`config.mk`:
```
export PLATFORM = sky130hd
export DESIGN_NAME = encoder_pd_balance_controller_top
export DESIGN_NICKNAME = d
export VERILOG_FILES = /design/src/rtl/epbc_pkg.sv /design/src/rtl/encoder_pd_balance_controller_top.sv
export SDC_FILE = /design/constraint.sdc
export NUM_CORES = 2
export LEC_CHECK = 0
export ABC_AREA = 0
export ABC_CLOCK_PERIOD_IN_PS = 19000
export BUFFER_PORTS_ARGS = -buffer_cell sky130_fd_sc_hd__buf_2
export CORE_MARGIN = 3
export CORE_UTILIZATION = 60
export CTS_CLUSTER_SIZE = 28
export DETAILED_ROUTE_END_ITERATION = 12
export PLACE_DENSITY_LB_ADDON = 0.05
export SETUP_SLACK_MARGIN = 0.02
export SLEW_MARGIN = 10
export SYNTH_ARGS = -nofsm -noshare
export SYNTH_HDL_FRONTEND = slang
export SYNTH_SLANG_ARGS = --single-unit
```
`constraint.sdc`:
```
create_clock -name i_clk -period 19 [get_ports i_clk]
set_input_delay 1.9 -clock i_clk [delete_from_list [all_inputs] [get_ports i_clk]]
set_output_delay 1.9 -clock i_clk [all_outputs]
set_load 0.02 [all_outputs]
```
`src/rtl/epbc_pkg.sv`:
```
// package for the encoder pd balance controller
// widths, reset values, register indexes and the encoder unwrap function
// no dependencies
package epbc_pkg;

    localparam int COUNT_BITS = 12;
    localparam int POS_W      = 16;
    localparam int GAIN_W     = 24;
    localparam int BYTE_W     = 8;
    localparam int CFG_IDX_W  = 2;
    localparam int CFG_DATA_W = 24;
    localparam int FRAC_BITS  = 12;
    localparam int PROD_W     = GAIN_W + POS_W;
    localparam int SUM_W      = PROD_W + 1;
    localparam int DRIVE_MAX  = 127;
    localparam int DRIVE_MIN  = -128;

    localparam logic signed [GAIN_W-1:0] GAIN_NOW_RST  = GAIN_W'(7405378);
    localparam logic signed [GAIN_W-1:0] GAIN_PAST_RST = GAIN_W'(-7374658);
    localparam logic [BYTE_W-1:0]        START_RST     = BYTE_W'(127);
    localparam logic [BYTE_W-1:0]        IDLE_RST      = BYTE_W'(127);
    localparam logic [POS_W-1:0]         REF_RST       = POS_W'(1000);

    typedef enum logic [CFG_IDX_W-1:0] {
        CFG_GAIN_NOW   = 2'd0,
        CFG_GAIN_PAST  = 2'd1,
        CFG_START      = 2'd2,
        CFG_IDLE_DRIVE = 2'd3
    } t_cfg_idx;

    localparam logic signed [COUNT_BITS+1:0] CNT_FULL = (COUNT_BITS+2)'(1 << COUNT_BITS);
    localparam logic signed [COUNT_BITS+1:0] CNT_HALF = (COUNT_BITS+2)'(1 << (COUNT_BITS-1));

    // count difference folded into -half..half, extended or cut to position width
    function automatic logic [POS_W-1:0] unwrap_delta(
        input logic [COUNT_BITS-1:0] now_cnt,
        input logic [COUNT_BITS-1:0] prev_cnt
    );
        logic signed [COUNT_BITS+1:0] d;
        d = $signed({2'b00, now_cnt}) - $signed({2'b00, prev_cnt});
        if (d > CNT_HALF) begin
            d = d - CNT_FULL;
        end else if (d < -CNT_HALF) begin
            d = d + CNT_FULL;
        end
        return POS_W'(d);
    endfunction

endpackage

```
`src/rtl/encoder_pd_balance_controller_top.sv`:
```
// encoder pd balance controller, single module
// depends on epbc_pkg
//
// usage:
//   input channel (i_valid / o_ready) carries one tick: two absolute encoder
//   counts and the sampled button byte. output channel (o_valid / i_ready)
//   carries one result per tick: drive code, both accumulated positions and
//   the running flag.
//   config port: i_cfg_we with i_cfg_index / i_cfg_data writes a register at
//   the clock edge; write only while no tick is in flight.
//   throughput: one tick per cycle while the receiver keeps up, set by a
//   three-stage pipeline (unwrap and error, two parallel gain multiplies,
//   sum/divide/saturate). encoder state and reference update at the input
//   transfer; previous error updates there too once running.
//   reset (synchronous, active low) empties the pipeline, clears positions,
//   counts and previous error, sets reference to 1000, not running, and
//   loads the default gains, start pattern and idle drive.
//   when the receiver stalls, each stage holds; empty stages ahead still
//   fill, so up to three ticks are taken before o_ready drops.
module encoder_pd_balance_controller_top (
    input  logic                               i_clk,
    input  logic                               i_rst_n,
    input  logic                               i_valid,
    output logic                               o_ready,
    input  logic [epbc_pkg::COUNT_BITS-1:0]    i_motor_count,
    input  logic [epbc_pkg::COUNT_BITS-1:0]    i_pendulum_count,
    input  logic [epbc_pkg::BYTE_W-1:0]        i_button_byte,
    output logic                               o_valid,
    input  logic                               i_ready,
    output logic [epbc_pkg::BYTE_W-1:0]        o_drive_code,
    output logic signed [epbc_pkg::POS_W-1:0]  o_motor_position,
    output logic signed [epbc_pkg::POS_W-1:0]  o_pendulum_position,
    output logic                               o_running,
    input  logic                               i_cfg_we,
    input  logic [epbc_pkg::CFG_IDX_W-1:0]     i_cfg_index,
    input  logic [epbc_pkg::CFG_DATA_W-1:0]    i_cfg_data
);
    import epbc_pkg::*;

    localparam logic signed [SUM_W-1:0] DIV_BIAS = SUM_W'((1 << FRAC_BITS) - 1);
    localparam logic signed [SUM_W-1:0] Q_MAX    = SUM_W'(DRIVE_MAX);
    localparam logic signed [SUM_W-1:0] Q_MIN    = SUM_W'(DRIVE_MIN);

    // configuration
    logic signed [GAIN_W-1:0] r_gain_now;
    logic signed [GAIN_W-1:0] r_gain_past;
    logic [BYTE_W-1:0]        r_start_pattern;
    logic [BYTE_W-1:0]        r_idle_drive;

    // controller state
    logic [COUNT_BITS-1:0]    r_motor_prev;
    logic [COUNT_BITS-1:0]    r_pend_prev;
    logic [POS_W-1:0]         r_motor_acc;
    logic [POS_W-1:0]         r_pend_acc;
    logic [POS_W-1:0]         r_reference;
    logic                     r_started;
    logic [POS_W-1:0]         r_prev_err;

    // pipeline valids and flow control
    logic r_v1, r_v2, r_v3;
    logic en1, en2, en3;
    logic in_xfer;

    // stage 1
    logic signed [POS_W-1:0]  r_s1_err;
    logic signed [POS_W-1:0]  r_s1_ep;
    logic                     r_s1_run;
    logic [POS_W-1:0]         r_s1_mpos;
    logic [POS_W-1:0]         r_s1_ppos;

    // stage 2
    logic signed [PROD_W-1:0] r_p_now;
    logic signed [PROD_W-1:0] r_p_past;
    logic                     r_s2_run;
    logic [POS_W-1:0]         r_s2_mpos;
    logic [POS_W-1:0]         r_s2_ppos;

    // output stage
    logic [BYTE_W-1:0]        r_drive;
    logic [POS_W-1:0]         r_out_mpos;
    logic [POS_W-1:0]         r_out_ppos;
    logic                     r_out_run;

    logic [POS_W-1:0]         n_motor_acc;
    logic [POS_W-1:0]         n_pend_acc;
    logic                     start_hit;
    logic [POS_W-1:0]         n_reference;
    logic                     n_started;
    logic [POS_W-1:0]         n_err;
    logic signed [PROD_W-1:0] n_p_now;
    logic signed [PROD_W-1:0] n_p_past;
    logic signed [SUM_W-1:0]  sum;
    logic signed [SUM_W-1:0]  q;
    logic [BYTE_W-1:0]        n_drive;

    // each stage moves when the one after it is empty or moving
    assign en3     = !r_v3 || i_ready;
    assign en2     = !r_v2 || en3;
    assign en1     = !r_v1 || en2;
    assign o_ready = en1;
    assign in_xfer = i_valid && o_ready;

    // stage 1 logic: unwrap, start detect, error
    always_comb begin
        n_motor_acc = r_motor_acc + unwrap_delta(i_motor_count, r_motor_prev);
        n_pend_acc  = r_pend_acc + unwrap_delta(i_pendulum_count, r_pend_prev);
        start_hit   = (i_button_byte == r_start_pattern);
        n_reference = start_hit ? n_pend_acc : r_reference;
        n_started   = r_started || start_hit;
        n_err       = n_reference - n_pend_acc;
    end

    // stage 2 logic: gain products
    assign n_p_now  = PROD_W'(r_gain_now) * PROD_W'(r_s1_err);
    assign n_p_past = PROD_W'(r_gain_past) * PROD_W'(r_s1_ep);

    // stage 3: divide toward zero, saturate, offset by 128, or idle drive
    always_comb begin
        sum = SUM_W'(r_p_now) + SUM_W'(r_p_past);
        if (sum[SUM_W-1]) begin
            q = (sum + DIV_BIAS) >>> FRAC_BITS;
        end else begin
            q = sum >>> FRAC_BITS;
        end
        priority if (q > Q_MAX) begin
            q = Q_MAX;
        end else if (q < Q_MIN) begin
            q = Q_MIN;
        end else begin
            q = q;
        end
        if (r_s2_run) begin
            n_drive = {~q[BYTE_W-1], q[BYTE_W-2:0]};
        end else begin
            n_drive = r_idle_drive;
        end
    end

    // configuration registers
    always_ff @(posedge i_clk) begin
        if (!i_rst_n) begin
            r_gain_now      <= GAIN_NOW_RST;
            r_gain_past     <= GAIN_PAST_RST;
            r_start_pattern <= START_RST;
            r_idle_drive    <= IDLE_RST;
        end else if (i_cfg_we) begin
            unique case (t_cfg_idx'(i_cfg_index))
                CFG_GAIN_NOW:   r_gain_now      <= GAIN_W'(i_cfg_data);
                CFG_GAIN_PAST:  r_gain_past     <= GAIN_W'(i_cfg_data);
                CFG_START:      r_start_pattern <= i_cfg_data[BYTE_W-1:0];
                CFG_IDLE_DRIVE: r_idle_drive    <= i_cfg_data[BYTE_W-1:0];
                default:        r_idle_drive    <= r_idle_drive;
            endcase
        end
    end

    // controller state, advanced on each input transfer
    always_ff @(posedge i_clk) begin
        if (!i_rst_n) begin
            r_motor_prev <= '0;
            r_pend_prev  <= '0;
            r_motor_acc  <= '0;
            r_pend_acc   <= '0;
            r_reference  <= REF_RST;
            r_started    <= 1'b0;
            r_prev_err   <= '0;
        end else if (in_xfer) begin
            r_motor_prev <= i_motor_count;
            r_pend_prev  <= i_pendulum_count;
            r_motor_acc  <= n_motor_acc;
            r_pend_acc   <= n_pend_acc;
            r_reference  <= n_reference;
            r_started    <= n_started;
            if (n_started) begin
                r_prev_err <= n_err;
            end
        end
    end

    // pipeline valids
    always_ff @(posedge i_clk) begin
        if (!i_rst_n) begin
            r_v1 <= 1'b0;
            r_v2 <= 1'b0;
            r_v3 <= 1'b0;
        end else begin
            if (en1) begin
                r_v1 <= in_xfer;
            end
            if (en2) begin
                r_v2 <= r_v1;
            end
            if (en3) begin
                r_v3 <= r_v2;
            end
        end
    end

    // pipeline payload
    always_ff @(posedge i_clk) begin
        if (in_xfer) begin
            r_s1_err  <= $signed(n_err);
            r_s1_ep   <= $signed(r_prev_err);
            r_s1_run  <= n_started;
            r_s1_mpos <= n_motor_acc;
            r_s1_ppos <= n_pend_acc;
        end
        if (en2 && r_v1) begin
            r_p_now   <= n_p_now;
            r_p_past  <= n_p_past;
            r_s2_run  <= r_s1_run;
            r_s2_mpos <= r_s1_mpos;
            r_s2_ppos <= r_s1_ppos;
        end
        if (en3 && r_v2) begin
            r_drive    <= n_drive;
            r_out_mpos <= r_s2_mpos;
            r_out_ppos <= r_s2_ppos;
            r_out_run  <= r_s2_run;
        end
    end

    assign o_valid             = r_v3;
    assign o_drive_code        = r_drive;
    assign o_motor_position    = $signed(r_out_mpos);
    assign o_pendulum_position = $signed(r_out_ppos);
    assign o_running           = r_out_run;

    // once running, the controller stays running until reset
    a_started_sticky: assert property (@(posedge i_clk) disable iff (!i_rst_n)
        $past(r_started) |-> r_started)
        else $error("started flag cleared without reset");

    // previous error holds on idle ticks
    a_prev_err_idle: assert property (@(posedge i_clk) disable iff (!i_rst_n)
        (in_xfer && !n_started) |=> $stable(r_prev_err))
        else $error("previous error changed while idle");

    // an empty first stage always takes a transfer
    a_ready_when_empty: assert property (@(posedge i_clk) disable iff (!i_rst_n)
        !r_v1 |-> o_ready)
        else $error("input stalled with empty first stage");

    // a stalled result is not dropped
    a_out_held: assert property (@(posedge i_clk) disable iff (!i_rst_n)
        (r_v3 && !i_ready) |=> r_v3)
        else $error("stalled result lost");

endmodule

```
==> impl_metrics.csv <==
group,metric,value,unit
run_status,status,"finished clean",
clocking,holdBufCountCts,0,
placement,dp_hpwl,85.2,mm
route,drc,0,
logic_synthesis,synth_top_family_by_area,"adder cells",
grt,grt.total_usage,29.2,%
die,dieArea,79600,um2
logic_synthesis,synth_compound_area_share,8.34,%
clocking,path_clk_slew,0.06,ns
timing,finalHoldViolations,0,
clocking,cts_resized,0,
clocking,cts_root_buf,"clkbuf_16",
clocking,cts_tree,"built",
logic_synthesis,synth_edf_count,219,
route,detail-route-antenna-nets,0,
clocking,cts_setup_buffers,0,
timing,fin_worst_skew,0.0157,ns
grt,grt_pass1_wl,181,mm
logic_synthesis,synth_area,45700,um2
die,die_w,282,um
timing,relSlewSlack,26.3,%
worst_setup_path,critPathLaunchType,"flop",
worst_setup_path,worstPathRequired,19.32,ns
logic_synthesis,syn-instance-count,4873,
cells_and_area,final_common_cell,"inv_1",
grt,grt_pass1_vias,34300,
placement,port_buffers,105,
route,viasPerCell,5.59,
logic_synthesis,synth-xor-area-share,3.31,%
logic_synthesis,synth_area_per_cell,9.38,um2
worst_setup_path,arrival,8.32,ns
clocking,cts_buffers,43,
logic_synthesis,syn-num-nets,5995,
logic_synthesis,synth_mux_area_share,0.430,%
die,fp.dieH,282,um
worst_setup_path,crit_path_end_kind,"flop",
route,routedWlPerCell,18.8,um
cells_and_area,nFillCells,6287,
timing,fin_crit,8.01,ns
worst_setup_path,setup.worst_path.class,"reg -> reg",
grt,grt.overflow.total,0,
logic_synthesis,ys.flop_type,"edfxtp_1",
timing,finalSetupViolCount,0,
die,start_util,61.0,%
timing,fmax,0.125,GHz
worst_setup_path,path_max_fanout,24,
cells_and_area,mostFrequentLayoutCells,"inv_1, nand2_1, fa_1",
logic_synthesis,synthSimpleGateAreaFrac,16.4,%
timing,fin_crit_sh,42.1,%
route,drt_iter0_drc,2161,
clocking,clock_path_buffers,3,
timing,tns,0,ns
timing,drv_slew,0,
logic_synthesis,synth_fa_ha_area_share,41.4,%
placement,gp_congestion,0.905,
die,ios,106,
timing,rsz0062_at_grt,"false",
die,core,74900,um2
worst_setup_path,r2r_cells,23,
logic_synthesis,synthArstFlopShare,0,%
grt,grt_max_degree,79,
logic_synthesis,synth-seq-area-share,21.2,%
logic_synthesis,synth_cell_types,84,
hold_path,holdCritPathClass,"reg -> reg",
grt,grt_antenna_before_repair,12,
route,num_vias,32900,
placement,dp.cells,5804,
cells_and_area,drive_gt1_share,5.17,%
route,dr.pass1.iters,8,
die,core.rowCount,100,
logic_synthesis,ys_warn_count,0,
cells_and_area,instances_no_fill,5889,
clocking,clock_latency,0.58,ns
logic_synthesis,synth-seq-cells,375,
job,cap_violations,0,
timing,worst_pin_slew,1.10,ns
cells_and_area,nNetsFinal,6002,
hold_path,whs_path_depth,0,
clocking,htree_levels,2,
cells_and_area,area_delta_synth_final,6.10,%
clocking,cts.sinks,375,
route,wl,111,mm
-- critical path, stage by stage, from the launching register on --
cell      delay, ns
edfxtp_1       1.06
nand2_1        0.20
fa_1           0.58
inv_1          0.05
fa_1           0.54
inv_1          0.05
fa_1           0.49
inv_1          0.05
fa_1           0.52
inv_1          0.05
fa_1           0.47
inv_1          0.05
fa_1           0.44
ha_1           0.37
and3_1         0.22
nand4_1        0.25
o311ai_0       0.67
nand2_1        0.13
o211a_1        0.31
a21oi_1        0.30
a211oi_1       0.20
o21ai_0        0.42
and4_1         0.25
nor3_1         0.05
-- flip-flops by register name (all words and copies together) (netlist names), 16 cells and up --
signal,flops
r_p_now,40
r_p_past,40
r_gain_now,24
r_gain_past,24
o_motor_position,16
o_pendulum_position,16
r_motor_acc,16
r_pend_acc,16
r_prev_err,16
r_reference,16
r_s1_ep,16
r_s1_err,16
r_s1_mpos,16
r_s1_ppos,16
r_s2_mpos,16
r_s2_ppos,16
-- synth_stat cells (8+ instances only) --
master | n | area (um2)
o21a_1 | 19 | 143
o21bai_1 | 28 | 210
o211a_1 | 8 | 80.1
nand2_1 | 808 | 3030
o21ai_0 | 94 | 470
dfxtp_1 | 156 | 3120
ha_1 | 305 | 3820
a31oi_1 | 12 | 75.1
nor2_1 | 148 | 556
and2_1 | 293 | 1830
o22ai_1 | 9 | 56.3
nor4_1 | 15 | 93.8
or3_1 | 19 | 119
a211o_1 | 9 | 78.8
a21boi_0 | 99 | 743
a211oi_1 | 17 | 128
xnor2_1 | 133 | 1160
nand4_1 | 22 | 138
nor3_1 | 33 | 165
mux2_2 | 13 | 146
nor3b_1 | 13 | 97.6
xor2_1 | 37 | 324
a21oi_1 | 146 | 731
a21o_1 | 56 | 420
edfxtp_1 | 219 | 6580
inv_1 | 908 | 3410
o31ai_1 | 8 | 60.1
nand3_1 | 88 | 440
o211ai_1 | 11 | 82.6
and3_1 | 21 | 131
nand2b_1 | 56 | 350
or4_1 | 8 | 60.1
clkbuf_1 | 173 | 649
fa_1 | 754 | 15100
nor2b_1 | 27 | 169
-- final cells by class --
cell class	count	area, um2	area share, %
Antenna cell	6	15.0	0.0309
Clock buffer	57	1170	2.41
Clock inverter	22	236	0.487
Inverter	909	3410	7.04
Multi-Input combinational cell	3408	32000	65.9
Sequential cell	375	9700	20.0
Tap cell	969	1210	2.50
Timing Repair Buffer	143	813	1.68
-- per-stage QoR --
stage               instance area (um2)  worst slack (ns)  util [%]  hold slack, ns
finish                            48500             10.99      64.7           0.418
global route                      48500             10.44      64.7           0.422
CTS                               48500             11.01      64.7           0.419
detailed placement                47100             11.05      62.8           0.405
global placement                  47100             11.13      62.8           0.400
floorplan                         45700              8.09         -           0.400
-- final timing paths --
kind                               start                       endpoint  slack, ns
setup reg to reg   r_s1_err[1]$_DFFE_PP_          r_p_now[39]$_DFFE_PP_      10.99
hold reg to reg   r_s2_mpos[0]$_DFFE_PP_  o_motor_position[0]$_DFFE_PP_       0.42
setup / recovery   r_s1_err[1]$_DFFE_PP_          r_p_now[39]$_DFFE_PP_      10.99
hold / removal    r_s2_mpos[0]$_DFFE_PP_  o_motor_position[0]$_DFFE_PP_       0.42
-- metal layers --
| layer | track usage, % | routed length (um) | vias to the layer above |
|---|---|---|---|
| met5 | 0 | 37 | - |
| met4 | 9.66 | 3990 | 8 |
| met3 | 5.13 | 8050 | 235 |
| met2 | 49.1 | 53100 | 986 |
| met1 | 38.6 | 45600 | 16400 |
| li1 | - | - | 15300 |
-- cells by family (layout without fill, tap and decap cells) --
logic type      after synthesis  after routing
simple gates               1587           1587
compound gates              573            573
buf+inv                    1090           1131
mux                          18             18
xor+xnor                    171            171
other cells                   0              6
flops                       375            375
fa+ha+maj                  1059           1059
Power is left out: the tool's default activity adds up to more than one toggle a clock period on the data nets, which glitch-free logic cannot reach.
